## src/rtl/core/pmpc_pkg.sv

```systemverilog
// Shared types and constants for the PS/2 wheel-mouse packet cursor block.
// Holds the packet and result layouts and the register indexes.
// No dependencies.
package pmpc_pkg;

  // Cursor coordinate width, set by the 12-bit cursor and screen fields.
  localparam int COORD_BITS = 12;

  // Default warm-up length in bytes before alignment checks start.
  localparam int WARMUP_BYTES_DEF = 4;

  // Depth of the packet queue between the framer and the cursor unit.
  localparam int QUEUE_DEPTH = 2;

  // Reset values of the screen size registers.
  localparam logic [COORD_BITS-1:0] SCREEN_WIDTH_RST  = COORD_BITS'(1024);
  localparam logic [COORD_BITS-1:0] SCREEN_HEIGHT_RST = COORD_BITS'(768);

  // Configuration register indexes.
  localparam logic CFG_SCREEN_WIDTH  = 1'b0;
  localparam logic CFG_SCREEN_HEIGHT = 1'b1;

  // One framed four-byte packet, byte 0 in the lowest bits.
  typedef struct packed {
    logic [7:0] byte3;
    logic [7:0] byte2;
    logic [7:0] byte1;
    logic [7:0] byte0;
  } pkt_t;

  // Decoded result as it sits on the output data bus, last field lowest.
  typedef struct packed {
    logic [2:0]            pad;
    logic [COORD_BITS-1:0] cursor_y;
    logic [COORD_BITS-1:0] cursor_x;
    logic                  middle_button;
    logic                  right_button;
    logic                  left_button;
    logic signed [7:0]     delta_wheel;
    logic signed [8:0]     delta_y;
    logic signed [8:0]     delta_x;
  } result_t;

endpackage

```

## src/rtl/core/ps2_wheel_mouse_packet_cursor_top.sv

```systemverilog
// Top level of the PS/2 wheel-mouse packet decoder with clamped cursor.
// Connects the byte framer, the packet queue and the cursor unit.
// Depends on pmpc_pkg, pmpc_front, pmpc_queue and pmpc_back.
//
// Usage: received mouse bytes enter on the s_ stream, one per accepted
// transfer. s_tready drops only while the two-entry packet queue is full.
// After a warm-up of WARMUP_BYTES + 1 bytes the framer drops bytes without
// the always-one header bit until it finds packet alignment; from then on
// every fourth byte completes a packet. A completed packet is queued at the
// edge its last byte is accepted; the cursor unit then moves it from the
// queue into the output register, which raises m_tvalid and carries the
// deltas, buttons and new cursor.
// The cursor unit takes one packet per cycle, so up to one byte per cycle
// is sustained while m_tready stays high. When the receiver stalls, the
// result waits in the output register and the queue absorbs two more
// packets before s_tready falls. Reset clears the buffer, alignment,
// warm-up count and cursor, and loads the screen size registers with
// 1024 by 768. Screen sizes are written through cfg_we/cfg_index/cfg_data.
module ps2_wheel_mouse_packet_cursor_top
  import pmpc_pkg::*;
#(
  parameter int WARMUP_BYTES = WARMUP_BYTES_DEF
) (
  input  logic                  clk,
  input  logic                  rst,
  // Received byte stream.
  input  logic                  s_tvalid,
  output logic                  s_tready,
  input  logic [7:0]            s_tdata,   // rx_byte[7:0]
  // Decoded packet stream.
  output logic                  m_tvalid,
  input  logic                  m_tready,
  output logic [55:0]           m_tdata,   // delta_x[8:0], delta_y[17:9],
                                           // delta_wheel[25:18], left_button[26],
                                           // right_button[27], middle_button[28],
                                           // cursor_x[40:29], cursor_y[52:41], zeros
  // Configuration write port.
  input  logic                  cfg_we,
  input  logic                  cfg_index,
  input  logic [COORD_BITS-1:0] cfg_data
);

  logic    accept;
  logic    push;
  pkt_t    push_pkt;
  logic    full;
  logic    head_valid;
  pkt_t    head_pkt;
  logic    pop;
  result_t out_data;

  assign s_tready = !full;
  assign accept   = s_tvalid && s_tready;
  assign m_tdata  = out_data;

  // Byte framing and alignment.
  pmpc_front #(
    .WARMUP_BYTES (WARMUP_BYTES)
  ) u_front (
    .clk      (clk),
    .rst      (rst),
    .accept   (accept),
    .rx_byte  (s_tdata),
    .push     (push),
    .push_pkt (push_pkt)
  );

  // Packet queue.
  pmpc_queue u_queue (
    .clk        (clk),
    .rst        (rst),
    .push       (push),
    .push_pkt   (push_pkt),
    .pop        (pop),
    .full       (full),
    .head_valid (head_valid),
    .head_pkt   (head_pkt)
  );

  // Decode and cursor update.
  pmpc_back u_back (
    .clk        (clk),
    .rst        (rst),
    .cfg_we     (cfg_we),
    .cfg_index  (cfg_index),
    .cfg_data   (cfg_data),
    .head_valid (head_valid),
    .head_pkt   (head_pkt),
    .pop        (pop),
    .out_valid  (m_tvalid),
    .out_ready  (m_tready),
    .out_data   (out_data)
  );

endmodule

```

## src/rtl/core/pmpc_front.sv

```systemverilog
// Byte framer: stores received bytes in the packet buffer, finds packet
// alignment and hands complete synced packets to the queue.
// Depends on pmpc_pkg.
module pmpc_front
  import pmpc_pkg::*;
#(
  parameter int WARMUP_BYTES = WARMUP_BYTES_DEF
) (
  input  logic       clk,
  input  logic       rst,
  input  logic       accept,
  input  logic [7:0] rx_byte,
  output logic       push,
  output pkt_t       push_pkt
);

  localparam int WarmW = $clog2(WARMUP_BYTES + 2);
  localparam logic [WarmW-1:0] WarmEnd = WarmW'(WARMUP_BYTES + 1);

  logic [7:0]       pkt [4];
  logic [1:0]       slot;
  logic [1:0]       slot_next;
  logic             sync;
  logic             sync_next;
  logic [WarmW-1:0] warm_cnt;
  logic             warm_done;
  logic             drop;

  assign warm_done = (warm_cnt == WarmEnd);

  // Alignment search: drop bytes without the always-one bit, and declare
  // sync on a header byte in slot 0 with no header bit in the other slots.
  always_comb begin
    drop      = !sync && warm_done && !rx_byte[3];
    sync_next = sync;
    if (!sync && warm_done && rx_byte[3] && slot == 2'd0 &&
        !pkt[1][3] && !pkt[2][3] && !pkt[3][3]) begin
      sync_next = 1'b1;
    end
    if (drop) begin
      slot_next = 2'd0;
    end else begin
      slot_next = slot + 2'd1;
    end
  end

  // A packet leaves when the last slot is filled while synced.
  assign push = accept && sync && (slot == 2'd3);
  assign push_pkt = '{byte3: rx_byte, byte2: pkt[2], byte1: pkt[1], byte0: pkt[0]};

  // Framing state.
  always_ff @(posedge clk) begin
    if (rst) begin
      for (int i = 0; i < 4; i++) begin
        pkt[i] <= 8'd0;
      end
      slot     <= 2'd0;
      sync     <= 1'b0;
      warm_cnt <= '0;
    end else if (accept) begin
      pkt[slot] <= rx_byte;
      slot      <= slot_next;
      sync      <= sync_next;
      if (!warm_done) begin
        warm_cnt <= warm_cnt + WarmW'(1);
      end
    end
  end

  // Packets only leave once aligned.
  assert property (@(posedge clk) disable iff (rst) push |-> sync)
    else $error("packet pushed while not synced");

  // Sync is kept until reset.
  assert property (@(posedge clk) disable iff (rst) sync |=> sync)
    else $error("sync lost without reset");

  // A completed packet returns the slot pointer to the start.
  assert property (@(posedge clk) disable iff (rst) push |=> slot == 2'd0)
    else $error("slot pointer not rewound after packet");

  // The warm-up counter saturates.
  assert property (@(posedge clk) disable iff (rst) warm_cnt <= WarmEnd)
    else $error("warm-up counter ran past its end");

endmodule

```

## src/rtl/core/pmpc_queue.sv

```systemverilog
// Short packet queue between the framer and the cursor unit.
// Depends on pmpc_pkg.
module pmpc_queue
  import pmpc_pkg::*;
(
  input  logic clk,
  input  logic rst,
  input  logic push,
  input  pkt_t push_pkt,
  input  logic pop,
  output logic full,
  output logic head_valid,
  output pkt_t head_pkt
);

  localparam int PtrW = (QUEUE_DEPTH > 1) ? $clog2(QUEUE_DEPTH) : 1;
  localparam int CntW = $clog2(QUEUE_DEPTH + 1);
  localparam logic [CntW-1:0] CntFull = CntW'(QUEUE_DEPTH);
  localparam logic [PtrW-1:0] PtrLast = PtrW'(QUEUE_DEPTH - 1);

  pkt_t            entry [QUEUE_DEPTH];
  logic [PtrW-1:0] wr_ptr;
  logic [PtrW-1:0] rd_ptr;
  logic [CntW-1:0] count;
  logic            do_push;
  logic            do_pop;

  assign full       = (count == CntFull);
  assign head_valid = (count != '0);
  assign head_pkt   = entry[rd_ptr];
  assign do_push    = push && !full;
  assign do_pop     = pop && head_valid;

  // Entry storage.
  always_ff @(posedge clk) begin
    if (do_push) begin
      entry[wr_ptr] <= push_pkt;
    end
  end

  // Pointers and fill count.
  always_ff @(posedge clk) begin
    if (rst) begin
      wr_ptr <= '0;
      rd_ptr <= '0;
      count  <= '0;
    end else begin
      if (do_push) begin
        wr_ptr <= (wr_ptr == PtrLast) ? '0 : wr_ptr + PtrW'(1);
      end
      if (do_pop) begin
        rd_ptr <= (rd_ptr == PtrLast) ? '0 : rd_ptr + PtrW'(1);
      end
      if (do_push && !do_pop) begin
        count <= count + CntW'(1);
      end else if (do_pop && !do_push) begin
        count <= count - CntW'(1);
      end
    end
  end

  // The fill count never passes the depth.
  assert property (@(posedge clk) disable iff (rst) count <= CntFull)
    else $error("queue count overflow");

  // A push into a full queue would lose a packet.
  assert property (@(posedge clk) disable iff (rst) !(push && full))
    else $error("push into full queue");

  // An empty queue with no push stays empty.
  assert property (@(posedge clk) disable iff (rst)
    (count == '0) && !push |=> count == '0)
    else $error("queue filled without a push");

endmodule

```

## src/rtl/core/pmpc_back.sv

```systemverilog
// Cursor unit: decodes queued packets, moves and clamps the cursor, and
// holds the result in the output register. Also holds the screen registers.
// Depends on pmpc_pkg.
module pmpc_back
  import pmpc_pkg::*;
(
  input  logic                  clk,
  input  logic                  rst,
  input  logic                  cfg_we,
  input  logic                  cfg_index,
  input  logic [COORD_BITS-1:0] cfg_data,
  input  logic                  head_valid,
  input  pkt_t                  head_pkt,
  output logic                  pop,
  output logic                  out_valid,
  input  logic                  out_ready,
  output result_t               out_data
);

  localparam int PosW = COORD_BITS + 2;
  localparam logic [COORD_BITS-1:0] Margin = COORD_BITS'(5);

  logic [COORD_BITS-1:0] screen_width;
  logic [COORD_BITS-1:0] screen_height;
  logic [COORD_BITS-1:0] col;
  logic [COORD_BITS-1:0] row;
  logic [COORD_BITS-1:0] col_next;
  logic [COORD_BITS-1:0] row_next;
  logic [COORD_BITS-1:0] lim_x;
  logic [COORD_BITS-1:0] lim_y;
  logic signed [8:0]     dx;
  logic signed [8:0]     dy;
  logic signed [PosW-1:0] pos_x;
  logic signed [PosW-1:0] pos_y;

  // Screen size registers.
  always_ff @(posedge clk) begin
    if (rst) begin
      screen_width  <= SCREEN_WIDTH_RST;
      screen_height <= SCREEN_HEIGHT_RST;
    end else if (cfg_we) begin
      unique case (cfg_index)
        CFG_SCREEN_WIDTH:  screen_width  <= cfg_data;
        CFG_SCREEN_HEIGHT: screen_height <= cfg_data;
        default: ;
      endcase
    end
  end

  // Limits: size minus five, floored at zero. A 12-bit size always leaves
  // the limit inside the cursor range.
  assign lim_x = (screen_width  < Margin) ? '0 : screen_width  - Margin;
  assign lim_y = (screen_height < Margin) ? '0 : screen_height - Margin;

  // Deltas carry their ninth bit from the header byte.
  assign dx = {head_pkt.byte0[4], head_pkt.byte1};
  assign dy = {head_pkt.byte0[5], head_pkt.byte2};

  // X adds the delta, Y subtracts it (screen rows grow downward).
  assign pos_x = $signed({2'b00, col}) + PosW'(dx);
  assign pos_y = $signed({2'b00, row}) - PosW'(dy);

  // Clamp both axes to zero and the limit.
  always_comb begin
    if (pos_x[PosW-1]) begin
      col_next = '0;
    end else if (pos_x[PosW-2:0] > {1'b0, lim_x}) begin
      col_next = lim_x;
    end else begin
      col_next = pos_x[COORD_BITS-1:0];
    end
    if (pos_y[PosW-1]) begin
      row_next = '0;
    end else if (pos_y[PosW-2:0] > {1'b0, lim_y}) begin
      row_next = lim_y;
    end else begin
      row_next = pos_y[COORD_BITS-1:0];
    end
  end

  // Take the next packet when the output register is free or draining.
  assign pop = head_valid && (!out_valid || out_ready);

  // Cursor position and output valid.
  always_ff @(posedge clk) begin
    if (rst) begin
      col       <= '0;
      row       <= '0;
      out_valid <= 1'b0;
    end else begin
      if (pop) begin
        col       <= col_next;
        row       <= row_next;
        out_valid <= 1'b1;
      end else if (out_ready) begin
        out_valid <= 1'b0;
      end
    end
  end

  // Output payload register.
  always_ff @(posedge clk) begin
    if (pop) begin
      out_data.pad           <= '0;
      out_data.cursor_y      <= row_next;
      out_data.cursor_x      <= col_next;
      out_data.middle_button <= head_pkt.byte0[2];
      out_data.right_button  <= head_pkt.byte0[1];
      out_data.left_button   <= head_pkt.byte0[0];
      out_data.delta_wheel   <= head_pkt.byte3;
      out_data.delta_y       <= dy;
      out_data.delta_x       <= dx;
    end
  end

  // The cursor only moves when a packet is taken.
  assert property (@(posedge clk) disable iff (rst)
    !pop |=> $stable(col) && $stable(row))
    else $error("cursor moved without a packet");

  // The cursor never passes the column limit.
  assert property (@(posedge clk) disable iff (rst) pop |-> col_next <= lim_x)
    else $error("cursor column beyond limit");

  // The cursor never passes the row limit.
  assert property (@(posedge clk) disable iff (rst) pop |-> row_next <= lim_y)
    else $error("cursor row beyond limit");

endmodule

```

## config.mk

```make
export PLATFORM = sky130hd
export DESIGN_NAME = ps2_wheel_mouse_packet_cursor_top
export DESIGN_NICKNAME = d
export VERILOG_FILES = /design/src/rtl/core/pmpc_pkg.sv /design/src/rtl/core/ps2_wheel_mouse_packet_cursor_top.sv /design/src/rtl/core/pmpc_front.sv /design/src/rtl/core/pmpc_queue.sv /design/src/rtl/core/pmpc_back.sv
export SDC_FILE = /design/constraint.sdc
export NUM_CORES = 1
export LEC_CHECK = 0
export ABC_AREA = 1
export BUFFER_PORTS_ARGS = -buffer_cell sky130_fd_sc_hd__buf_2
export CAP_MARGIN = 20
export CORE_MARGIN = 3
export CORE_UTILIZATION = 35
export DETAILED_ROUTE_END_ITERATION = 10
export GPL_ROUTABILITY_DRIVEN = 1
export PLACE_DENSITY = 0.56
export SYNTH_ARGS = -nofsm -noshare
export SYNTH_HDL_FRONTEND = slang
export SYNTH_SLANG_ARGS = --single-unit
```

## constraint.sdc

```tcl
create_clock -name clk -period 4.5 [get_ports clk]
set_input_delay 1.35 -clock clk [delete_from_list [all_inputs] [get_ports clk]]
set_output_delay 1.35 -clock clk [all_outputs]
set_load 0.01 [all_outputs]
```

==> flow_summary.ini <==
[clock_network]
cts_root_buf = clkbuf_16
clock_path_buffers = 2
cts_made_buffers = 17
cts.clk_slew.worst_paths_ns = 0.08
cts_tree = done
htree_levels = 4
postCtsHoldBufs = 0
cts_sinks = 193
clkLatencyLatePin_ns = 0.43

[logic_synthesis]
ys.flop_type = edfxtp_1
netlist_area_sq_mm = 0.009849
syn_inst = 1027
synth-edff-count = 133
synth_common_cells = inv_1 (159), nand2_1 (157), edfxtp_1 (133), nor2_1 (93), o21ai_0 (75)
synth.most_common_cell = inv_1
yosys.area.top_type = edfxtp_1
ys_warn_count = 0
synthDistinctLibCells = 42
ys_ff_latch = 193
ys_seq_area_share_pct = 52.74
syn_area_per_cell_sq_um = 9.591
synth.top_cells.by_area = edfxtp_1 (41%), dfxtp_1 (12%), ha_1 (7.2%), inv_1 (6.1%), nand2_1 (6.0%)
synth-async-reset-ratio_pct = 0
yosysTopAreaCellShare_pct = 40.55

[detailed_routing]
drc = 0
routedWlPerCell_um = 14.47
drt_first_pass_iters = 5
drt_iter0_markers = 419
postRouteAntennaNets = 0
via_per_inst = 4.624
routed_wl_um = 21620
via_count = 6908

[worst_setup_path]
worstSetupEndpointType = flop
cp_max_fo = 12
crit_family = simple AND/OR/NAND/NOR gates
arrival_ns = 4.33
cpMaxStageDelayCell = dfxtp_1
path_class = reg -> reg
cp_num_buf_inv = 3
cpMostUsedCell = nand2_1
cp_slowest_stage_delay_ns = 0.41
worstSetupStartpointType = flop
crit_path_cell_trace = buf_4 -> mux2_2 -> ha_1 -> a21oi_1 -> nand2_1 -> a21boi_0 -> o21ai_0 -> xnor2_1 -> inv_1 -> ha_1 -> nand2_1 -> nor2_1 -> nand2_1 -> nand2_1 -> nand2_1 -> nand2_1 -> nand2_1 -> nand2_1 -> nand2_1 -> nand2_2 -> nand2_1 -> nand3_2 -> inv_1
cp.required_ns = 4.69

[timing]
rsz0062_at_grt = no
finClkSkew_ns = 0.01618
slew_violations = 0
fin_setup_tns_ns = 0
max-slew-margin-rel_pct = 42.67
period_needed_ns = 4.141
period_share_pct = 92.02
max_freq_ghz = 0.2415
hold_viol_final = 0
hold_ws_ns = 0.4396
worst-slew-pin-transition_ns = 0.8592
setup_viol = 0

[place]
place_area_sq_mm = 0.01067
portBuffers = 80
gp_congestion = 0.8773
dp_hpwl_um = 16090

[grt]
grt_pass1_vias = 6717
grt_first_pass_wirelength_um = 35420
antenna_found_initial = 0
grt_max_degree = 47
grt_overflow = 0
grt_usage_pct = 14.62

[floorplanning]
die_w_um = 173.8
initial_core_util_pct = 36.04
fp-row-count = 60
die-area_sq_mm = 0.03019
core-area_sq_mm = 0.02733
ios = 84
dieHeight_um = 173.8

[run_status]
outcome = complete, no violations

[final_layout]
antenna_cells = 0
nNetsFinal = 1194
drive_above_1_share_pct = 19.16
fin_util_pct = 41.18
multiInputGateArea_sq_mm = 0.003928
finalInstanceArea_sq_mm = 0.01125
fillers = 2745
seq_area_sq_mm = 0.005195
area_growth_pct = 14.25

[run]
drv_cap = 0

[pwr]
powerDensity_mw_per_mm2 = 781.0
power_leakage_uw = 0.005050
totalPowerFinal_uw = 8789
irDropWorstVdd_v = 0.0003867

[hold_path]
holdCritPathClass = reg -> reg
## layout by cell type, fill, tap and decap left out, types with 4 or more instances in the layout
cell / instances
a21oi_1: 49
a21oi_2: 24
a31oi_1: 4
buf_2: 80
buf_4: 9
clkbuf_16: 17
clkinv_4: 4
dfxtp_1: 60
edfxtp_1: 133
ha_1: 57
inv_1: 159
mux2_2: 20
nand2_1: 157
nand2_2: 5
nand3_1: 62
nand3_2: 23
nand4_1: 4
nor2_1: 91
nor2_2: 4
nor3_1: 5
o21ai_0: 75
o21ai_1: 6
or2_2: 7
xnor2_1: 4
xor2_1: 19
## cells by family (layout without fill, tap and decap cells)
kind of cell / Yosys count / after routing / share of synthesized area [%]
AND/OR/NAND/NOR: 365 / 365 / 16.98
AO/OA/AOI/OAI: 173 / 173 / 10.14
flip-flops: 193 / 193 / 52.74
multiplexers: 20 / 20 / 2.287
buffers and inverters: 190 / 283 / 7.622
other: 1 / 3 / 0.03807
adder cells (fa/ha/maj): 59 / 59 / 7.647
XOR/XNOR: 26 / 26 / 2.541
## through the flow
step                worst slack (ns)  instances
finish                        0.3591       1494
global placement              0.4139       1462
floorplan                     0.3630       1029
detailed placement            0.3336       1462
global route                 0.03688       1494
CTS                           0.3180       1494
## worst register-to-register path, cell delays in order, from the launching register on
cell	delay (ns)
dfxtp_1	0.41
buf_4	0.20
mux2_2	0.37
ha_1	0.38
a21oi_1	0.21
nand2_1	0.16
a21boi_0	0.31
o21ai_0	0.16
xnor2_1	0.27
inv_1	0.09
ha_1	0.29
nand2_1	0.06
nor2_1	0.15
nand2_1	0.07
nand2_1	0.05
nand2_1	0.04
nand2_1	0.05
nand2_1	0.04
nand2_1	0.05
nand2_1	0.07
nand2_2	0.20
nand2_1	0.11
nand3_2	0.10
inv_1	0.06
## what timing repair did
action,in CTS,in global routing
setup buffers,0,0
setup endpoints to repair,0,34
resized for setup,0,3
## layer usage
layer	GRT usage [%]	up-vias	part of all wire [%]
li1	-	3590	-
met1	20.03	3174	49
met2	24.04	128	47
met3	2.519	16	3.1
met4	3.820	0	1.1
met5	0	-	0
## flip-flops by register name (all words and copies together), names as in the netlist, named ones only
register	flops
u_queue.entry	58
u_back.out_data	53
u_front.pkt	22
u_back.col	12
u_back.row	12
u_back.screen_height	12
u_back.screen_width	12
u_front.warm_cnt	3
u_front.slot	2
u_queue.count	2
u_back.out_valid	1
u_front.sync	1
u_queue.rd_ptr	1
u_queue.wr_ptr	1
## path summary, 6_finish.rpt
| check | to | depth (start not counted) | startpoint | slack, ns |
|---|---|---|---|---|
| min reg2reg | u_queue.entry[1][22]$_DFFE_PP_ | 0 | u_front.pkt[2][6]$_SDFFCE_PN0P_ | 0.44 |
| min | u_queue.entry[1][22]$_DFFE_PP_ | 0 | u_front.pkt[2][6]$_SDFFCE_PN0P_ | 0.44 |
| max reg2reg | u_back.out_data[33]$_DFFE_PP_ | 23 | flop | 0.36 |
| max | u_back.out_data[33]$_DFFE_PP_ | 23 | flop | 0.36 |
## power by group
part | total (uW) | internal, uW | leakage (uW) | switching [uW]
Combinational | 4590 | 1580 | 0.00301 | 3010
Sequential | 2720 | 2500 | 0.00176 | 222
Clock | 1480 | 754 | 0.000285 | 727
Total | 8790 | 4830 | 0.00505 | 3960
## layout make-up
class                           instances  area share [%]
Multi-Input combinational cell        646           34.90
Inverter                              161           5.370
Timing Repair Buffer                   90           4.258
Clock inverter                         13           1.234
Sequential cell                       193           46.16
Clock buffer                           19           3.936
Tap cell                              372           4.136
Power figures use the tool's default switching activity.
